===== config.mk =====
export PLATFORM = sky130hd
export DESIGN_NAME = unsigned_divmod_64_unit
export DESIGN_NICKNAME = d
export VERILOG_FILES = /design/src/udm64_pkg.sv /design/src/udm64_cell.sv /design/src/unsigned_divmod_64_unit.sv
export SDC_FILE = /design/constraint.sdc
export NUM_CORES = 1
export LEC_CHECK = 0
export BUFFER_PORTS_ARGS = -buffer_cell sky130_fd_sc_hd__buf_2
export CAP_MARGIN = 30
export CORE_MARGIN = 10
export CORE_UTILIZATION = 35
export CTS_CLUSTER_DIAMETER = 100
export DETAILED_ROUTE_END_ITERATION = 7
export PLACE_DENSITY = 0.63
export SYNTH_ARGS = -nofsm -noshare
export SYNTH_HDL_FRONTEND = slang
export SYNTH_HIERARCHICAL = 1
export SYNTH_SLANG_ARGS = --single-unit

===== constraint.sdc =====
create_clock -name clk_i -period 31 [get_ports clk_i]
set_input_delay 1.55 -clock clk_i [delete_from_list [all_inputs] [get_ports clk_i]]
set_output_delay 1.55 -clock clk_i [all_outputs]
set_load 0.03 [all_outputs]

===== src/udm64_pkg.sv =====
// ----------------------------------------------------------------------------
// udm64_pkg - shared types for the 64-bit unsigned divider
// Holds the field width and the structs passed along the cell row.
// ----------------------------------------------------------------------------
package udm64_pkg;

  // Width of each operand and result field on the stream ports
  localparam int unsigned FIELD_W = 64;

  // Bits handed from one cell to its upper neighbour every cycle
  typedef struct packed {
    logic rem;     // remainder bit, shifted up one place per step
    logic quo;     // dividend / quotient bit, shifted up one place per step
    logic borrow;  // borrow of the trial subtraction
  } link_t;

  // Controls broadcast to every cell
  typedef struct packed {
    logic load;    // capture operands, clear remainder
    logic run;     // perform one restoring step
    logic take;    // trial subtraction succeeded: keep the difference
  } ctrl_t;

endpackage


===== src/udm64_cell.sv =====
// ----------------------------------------------------------------------------
// udm64_cell - one bit slice of the restoring divider
// Holds one remainder bit, one dividend/quotient bit and one divisor bit, and
// forms its bit of the trial subtraction from the borrow of the cell below.
// ----------------------------------------------------------------------------
module udm64_cell
  import udm64_pkg::*;
(
  input  logic  clk_i,
  input  ctrl_t ctrl_i,
  input  link_t link_i,
  input  logic  num_i,
  input  logic  den_i,
  output link_t link_o,
  output logic  rem_o,
  output logic  quo_o
);

  logic r_q, r_d;
  logic q_q, q_d;
  logic d_q, d_d;
  logic diff;

  // Bit of (shifted remainder - divisor)
  assign diff          = link_i.rem ^ d_q ^ link_i.borrow;
  assign link_o.borrow = (~link_i.rem & d_q) | (~(link_i.rem ^ d_q) & link_i.borrow);
  assign link_o.rem    = r_q;
  assign link_o.quo    = q_q;

  // Next state: load operands, or shift and conditionally keep the difference
  always_comb begin
    r_d = r_q;
    q_d = q_q;
    d_d = d_q;
    if (ctrl_i.load) begin
      r_d = 1'b0;
      q_d = num_i;
      d_d = den_i;
    end else if (ctrl_i.run) begin
      r_d = ctrl_i.take ? diff : link_i.rem;
      q_d = link_i.quo;
    end
  end

  // Payload only, no reset needed
  always_ff @(posedge clk_i) begin
    r_q <= r_d;
    q_q <= q_d;
    d_q <= d_d;
  end

  assign rem_o = r_q;
  assign quo_o = q_q;

endmodule


===== src/unsigned_divmod_64_unit.sv =====
// ----------------------------------------------------------------------------
// unsigned_divmod_64_unit - 64-bit unsigned divider with remainder
// Radix-2 restoring divider built as a row of DATA_WIDTH bit-slice cells.
// ----------------------------------------------------------------------------
// One item at a time: a new input is taken only in the idle state, after the
// previous result has moved to the output register. In the run state it forms
// one quotient bit per cycle from the borrow chain running through the cell row.
// The result register lets a new item start while a result waits.
// Reset (rst_ni low, asynchronous) empties the unit; no results are pending.
// ----------------------------------------------------------------------------
module unsigned_divmod_64_unit
  import udm64_pkg::*;
#(
  parameter int unsigned DATA_WIDTH = 64
) (
  input  logic                 clk_i,
  input  logic                 rst_ni,
  input  logic                 s_axis_tvalid_i,
  output logic                 s_axis_tready_o,
  // [63:0] dividend, [127:64] divisor
  input  logic [2*FIELD_W-1:0] s_axis_tdata_i,
  output logic                 m_axis_tvalid_o,
  input  logic                 m_axis_tready_i,
  // [63:0] quotient, [127:64] remainder
  output logic [2*FIELD_W-1:0] m_axis_tdata_o,
  // [0] divide_by_zero
  output logic                 m_axis_tuser_o
);

  localparam int unsigned CntW = (DATA_WIDTH > 1) ? $clog2(DATA_WIDTH) : 1;

  typedef enum logic [1:0] {
    ST_IDLE,
    ST_RUN,
    ST_HOLD
  } state_e;

  state_e            state_q;
  logic [CntW-1:0]   cnt_q;
  logic              dbz_q;
  logic              out_valid_q;
  logic [FIELD_W-1:0] quo_out_q, rem_out_q;
  logic              tuser_q;

  ctrl_t                  ctrl;
  link_t                  chain [DATA_WIDTH+1];
  logic [DATA_WIDTH-1:0]  num, den, rem_w, quo_w;
  logic                   in_xfer, out_free;

  assign num      = s_axis_tdata_i[DATA_WIDTH-1:0];
  assign den      = s_axis_tdata_i[FIELD_W +: DATA_WIDTH];
  assign in_xfer  = s_axis_tvalid_i && (state_q == ST_IDLE);
  assign out_free = !out_valid_q || m_axis_tready_i;

  // Broadcast controls; take when the shifted-out bit is set or no borrow
  assign ctrl.load = in_xfer;
  assign ctrl.run  = (state_q == ST_RUN);
  assign ctrl.take = chain[DATA_WIDTH].rem | ~chain[DATA_WIDTH].borrow;

  // Lowest cell gets the dividend MSB as remainder input, new quotient bit in
  assign chain[0].rem    = chain[DATA_WIDTH].quo;
  assign chain[0].quo    = ctrl.take;
  assign chain[0].borrow = 1'b0;

  // Row of bit-slice cells
  for (genvar i = 0; i < DATA_WIDTH; i++) begin : g_cell
    udm64_cell u_cell (
      .clk_i  (clk_i),
      .ctrl_i (ctrl),
      .link_i (chain[i]),
      .num_i  (num[i]),
      .den_i  (den[i]),
      .link_o (chain[i+1]),
      .rem_o  (rem_w[i]),
      .quo_o  (quo_w[i])
    );
  end

  // Sequencer and output register
  always_ff @(posedge clk_i or negedge rst_ni) begin
    if (!rst_ni) begin
      state_q     <= ST_IDLE;
      cnt_q       <= '0;
      dbz_q       <= 1'b0;
      out_valid_q <= 1'b0;
    end else begin
      // New result loaded, or the waiting one leaves
      if ((state_q == ST_HOLD) && out_free) begin
        out_valid_q <= 1'b1;
      end else if (m_axis_tready_i) begin
        out_valid_q <= 1'b0;
      end
      case (state_q)
        ST_IDLE: begin
          if (in_xfer) begin
            state_q <= ST_RUN;
            cnt_q   <= CntW'(DATA_WIDTH - 1);
            dbz_q   <= (den == '0);
          end
        end
        ST_RUN: begin
          cnt_q <= cnt_q - 1'b1;
          if (cnt_q == '0) begin
            state_q <= ST_HOLD;
          end
        end
        ST_HOLD: begin
          if (out_free) begin
            state_q <= ST_IDLE;
          end
        end
        default: begin
          state_q <= ST_IDLE;
        end
      endcase
    end
  end

  // Result payload; zero divisor forces both fields to zero
  always_ff @(posedge clk_i) begin
    if ((state_q == ST_HOLD) && out_free) begin
      quo_out_q <= dbz_q ? '0 : FIELD_W'(quo_w);
      rem_out_q <= dbz_q ? '0 : FIELD_W'(rem_w);
      tuser_q   <= dbz_q;
    end
  end

  assign s_axis_tready_o = (state_q == ST_IDLE);
  assign m_axis_tvalid_o = out_valid_q;
  assign m_axis_tdata_o  = {rem_out_q, quo_out_q};
  assign m_axis_tuser_o  = tuser_q;

endmodule


==> metrics.txt <==
status=finished, final reports clean; Post-synth EDFFs=257; Critical Path Source Type=flop; Synth cell types=39; chip height=235 µm; pins over their slew limit=0; first-pass GRT wire length=56.9 mm; crit path DAT=25370 ps; Slowest cell on crit path=fa_1; crit-path max cell delay=a little under 500 ps; async set or reset register ratio after synthesis=0.0302; post-layout minimum cycle time=24980 ps; Vias/cell=4.54; layout cells sized above 1=0.303; CTS H-tree depth=2; slew of the pin with the lowest slew margin=964 ps; CP endpoint=g_cell[13].u_cell/rem_o; Worst R2R Start=g_cell[63].u_cell/quo_o; clock skew=20.1 ps; DR vias=9251; later-pin clock latency in the skew report=560 ps; pwr/cell area=approximately 90 nW/µm²; hold crit path type=reg2reg; Crit path buffers/inverters=61; met1 wire length=15.7 mm; io pins=263; initial drt markers=625; clock sink count=331; hold_ws=502 ps; Initial Utilization=0.355; post-route ant nets=0; initial antenna violation count=1; area leader, netlist=edfxtp_1; drt total wl=36.1 mm; critical path class=reg2reg; clock tree buffer depth=3; Cell Area, Synth=16100 µm²; PortBufs=262; clock root buffer master=clkbuf_16; met2 wire length=~18 mm; Stages on worst setup path=128; Post-DP HPWL=24.8 mm; met3 wire len=approximately 1.9 mm; Cell Area, Placed=17300 µm²; Seq cells post-synth=~330; R2R cell count=128; drt first pass iters=4; setup TNS=0 ps; Die Width=~230 µm; Placer Congestion=0.786; cell leakage power=7.71 nW; Final nets=1604; maximum vdd drop=0.0400 mV; # hold bufs at CTS=0; Congestion Overflow GR=0; fin area=18700 µm²; total CTS buffers=40; pin count of the biggest net entering global routing=~110; Area growth syn-to-layout=15.7%; DR WL/cell=17.7 µm; Clock transition at path regs=50 ps; Req. time, crit path=31390 ps; core area=45500 µm²; total setup buffers inserted after CTS=0; Worst slew margin=0.357; Setup crit end kind=flop; Post-Syn Area per Cell=13.1 µm²; final hold vios=0; DR top layer=met4; Crit Path Max Fanout=81; Syn Nets=1431; worst reg2reg endpoint=g_cell[13].u_cell/rem_o; fmax=0.0400 GHz; TritonCTS clock tree=done; Resized cells post-CTS=0; worst reg2reg setup slack=6020 ps; Die Area=55100 µm²; CP startpoint=g_cell[63].u_cell/quo_o; Crit path max-delay family=adder cells; most common flop cell mapped by yosys=edfxtp_1; final setup fails=0; yosys warns=6; vias in the first global route=9693; Synth top area share=0.478; Final Power=0.00168 W; MaxCap Viol Count=0; drc violations=0; GRT Total Usage=0.129; RSZ-0062 raised after global routing=no; Synth Instances=1233; top post-synthesis cells by area=edfxtp_1 48%, dfxtp_1 7.9%, fa_1 7.9%; # rows=78; CP dominant cell by count=fa_1; Tcrit/Tclk final=0.806; Seq/Total Area, Yosys=0.573
-- sequential cells by signal, summed over array words and instances (netlist names) --
signal and cells:
cnt_q 6, dbz_q 1, g_cell.u_cell/d_q 64, g_cell.u_cell/quo_o 64, g_cell.u_cell/rem_o 64, m_axis_tuser_o 1, m_axis_tvalid_o 1, quo_out_q 64
rem_out_q 64, state_q 2
-- area by class of cell --
cell class              instances  area [µm²]
diodes                          2        5.00
clock buffers                  50        1070
clock inverters                22         219
fillers                      4282       26800
inverters                     160         606
multi-input cells             599        5290
flip-flops and latches        331        9250
well taps                     600         751
repair buffers                274        1480
-- synth_stat cells (2+ instances only) --
| library cell | number |
|---|---|
| edfxtp_1 | 257 |
| inv_1 | 159 |
| nor2b_1 | 129 |
| buf_4 | 128 |
| nor2_1 | 68 |
| dfxtp_1 | 64 |
| fa_1 | 64 |
| and2_1 | 33 |
| mux2_1 | 32 |
| mux2_2 | 32 |
| o41ai_1 | 32 |
| or2_1 | 32 |
| or2_2 | 32 |
| or3b_1 | 32 |
| a211oi_2 | 30 |
| mux2i_1 | 30 |
| nor4_1 | 15 |
| clkbuf_1 | 14 |
| dfrtp_1 | 10 |
| nand2b_1 | 8 |
| a311oi_1 | 3 |
| nand4_1 | 3 |
| a211oi_1 | 2 |
| a21oi_1 | 2 |
| a31oi_1 | 2 |
| ha_1 | 2 |
| nand2_1 | 2 |
| nand3_1 | 2 |
| nor3_1 | 2 |
| nor4_2 | 2 |
| o21ai_0 | 2 |
-- how the worst min path moves through the flow --
stage / depth (start not counted) / slack, ps / from / end
2_1_floorplan: 1 / 460 / cnt_q[5] / cnt_q[5]
3_3_place_gp: 1 / 480 / cnt_q[5] / cnt_q[5]
3_5_place_dp: 1 / 500 / cnt_q[3] / cnt_q[3]
4_1_cts: 1 / 500 / cnt_q[3] / cnt_q[3]
5_1_grt: 1 / 550 / cnt_q[3] / cnt_q[3]
6_report: 1 / 500 / cnt_q[3] / cnt_q[3]
-- routing by layer --
metal	global-route usage	vias to the layer above
met3	0.0333	56
met4	0.0394	0
li1	-	4423
met1	0.161	4570
met2	0.214	202
met5	0	-
-- metrics by stage --
step                      setup WS, ps  cells  utilization
after floorplan                   5620   1233            -
after global placement            5880   1960        0.380
after detailed placement          5490   1960        0.380
after CTS                         5440   2032        0.408
after global routing              4200   2036        0.410
final                             6020   2038        0.411
-- report_power, final --
part | internal [W] | switching, W
sequential | 0.000629 | 0.0000821
clock | 0.000278 | 0.000184
combinational | 0.000273 | 0.000237
-- cell usage in the layout (no fill, tap or decap), types with 4 or more instances in the layout --
master,instances
edfxtp_1,257
mux2_2,32
buf_2,262
clkinv_2,8
clkbuf_1,8
or2_2,32
nor2b_1,128
nor2_1,68
mux2_1,32
buf_16,4
bufinv_16,4
or2_1,32
or3b_1,32
nor4_1,15
o41ai_1,32
mux2i_1,30
dfxtp_1,64
buf_4,8
a211oi_2,30
clkinv_1,5
and2_1,32
clkbuf_16,41
nand2b_1,7
fa_1,64
inv_1,159
dfrtp_1,9
-- logic make-up (layout without fill, tap and decap cells) --
kind of cell | after synthesis | count (layout) | synth area share
DFF | 331 | 331 | 0.573
buffers and inverters | 303 | 506 | 0.100
other | 1 | 3 | 0.000232
muxes | 94 | 94 | 0.0633
and+or+nand+nor | 361 | 361 | 0.135
AOI/OAI and AO/OA | 77 | 77 | 0.0474
adders and majority gates | 66 | 66 | 0.0810
-- worst register-to-register path, delay by kind of cell (launching register included) --
kind / cells / cell delay (ps)
flops: 1 / 410
fa+ha+maj: 64 / 20450
simple gates: 1 / 190
compound gates: 1 / 90
mux: 1 / 350
buf+inv: 61 / 3340
(Power assumes the default switching activity.)
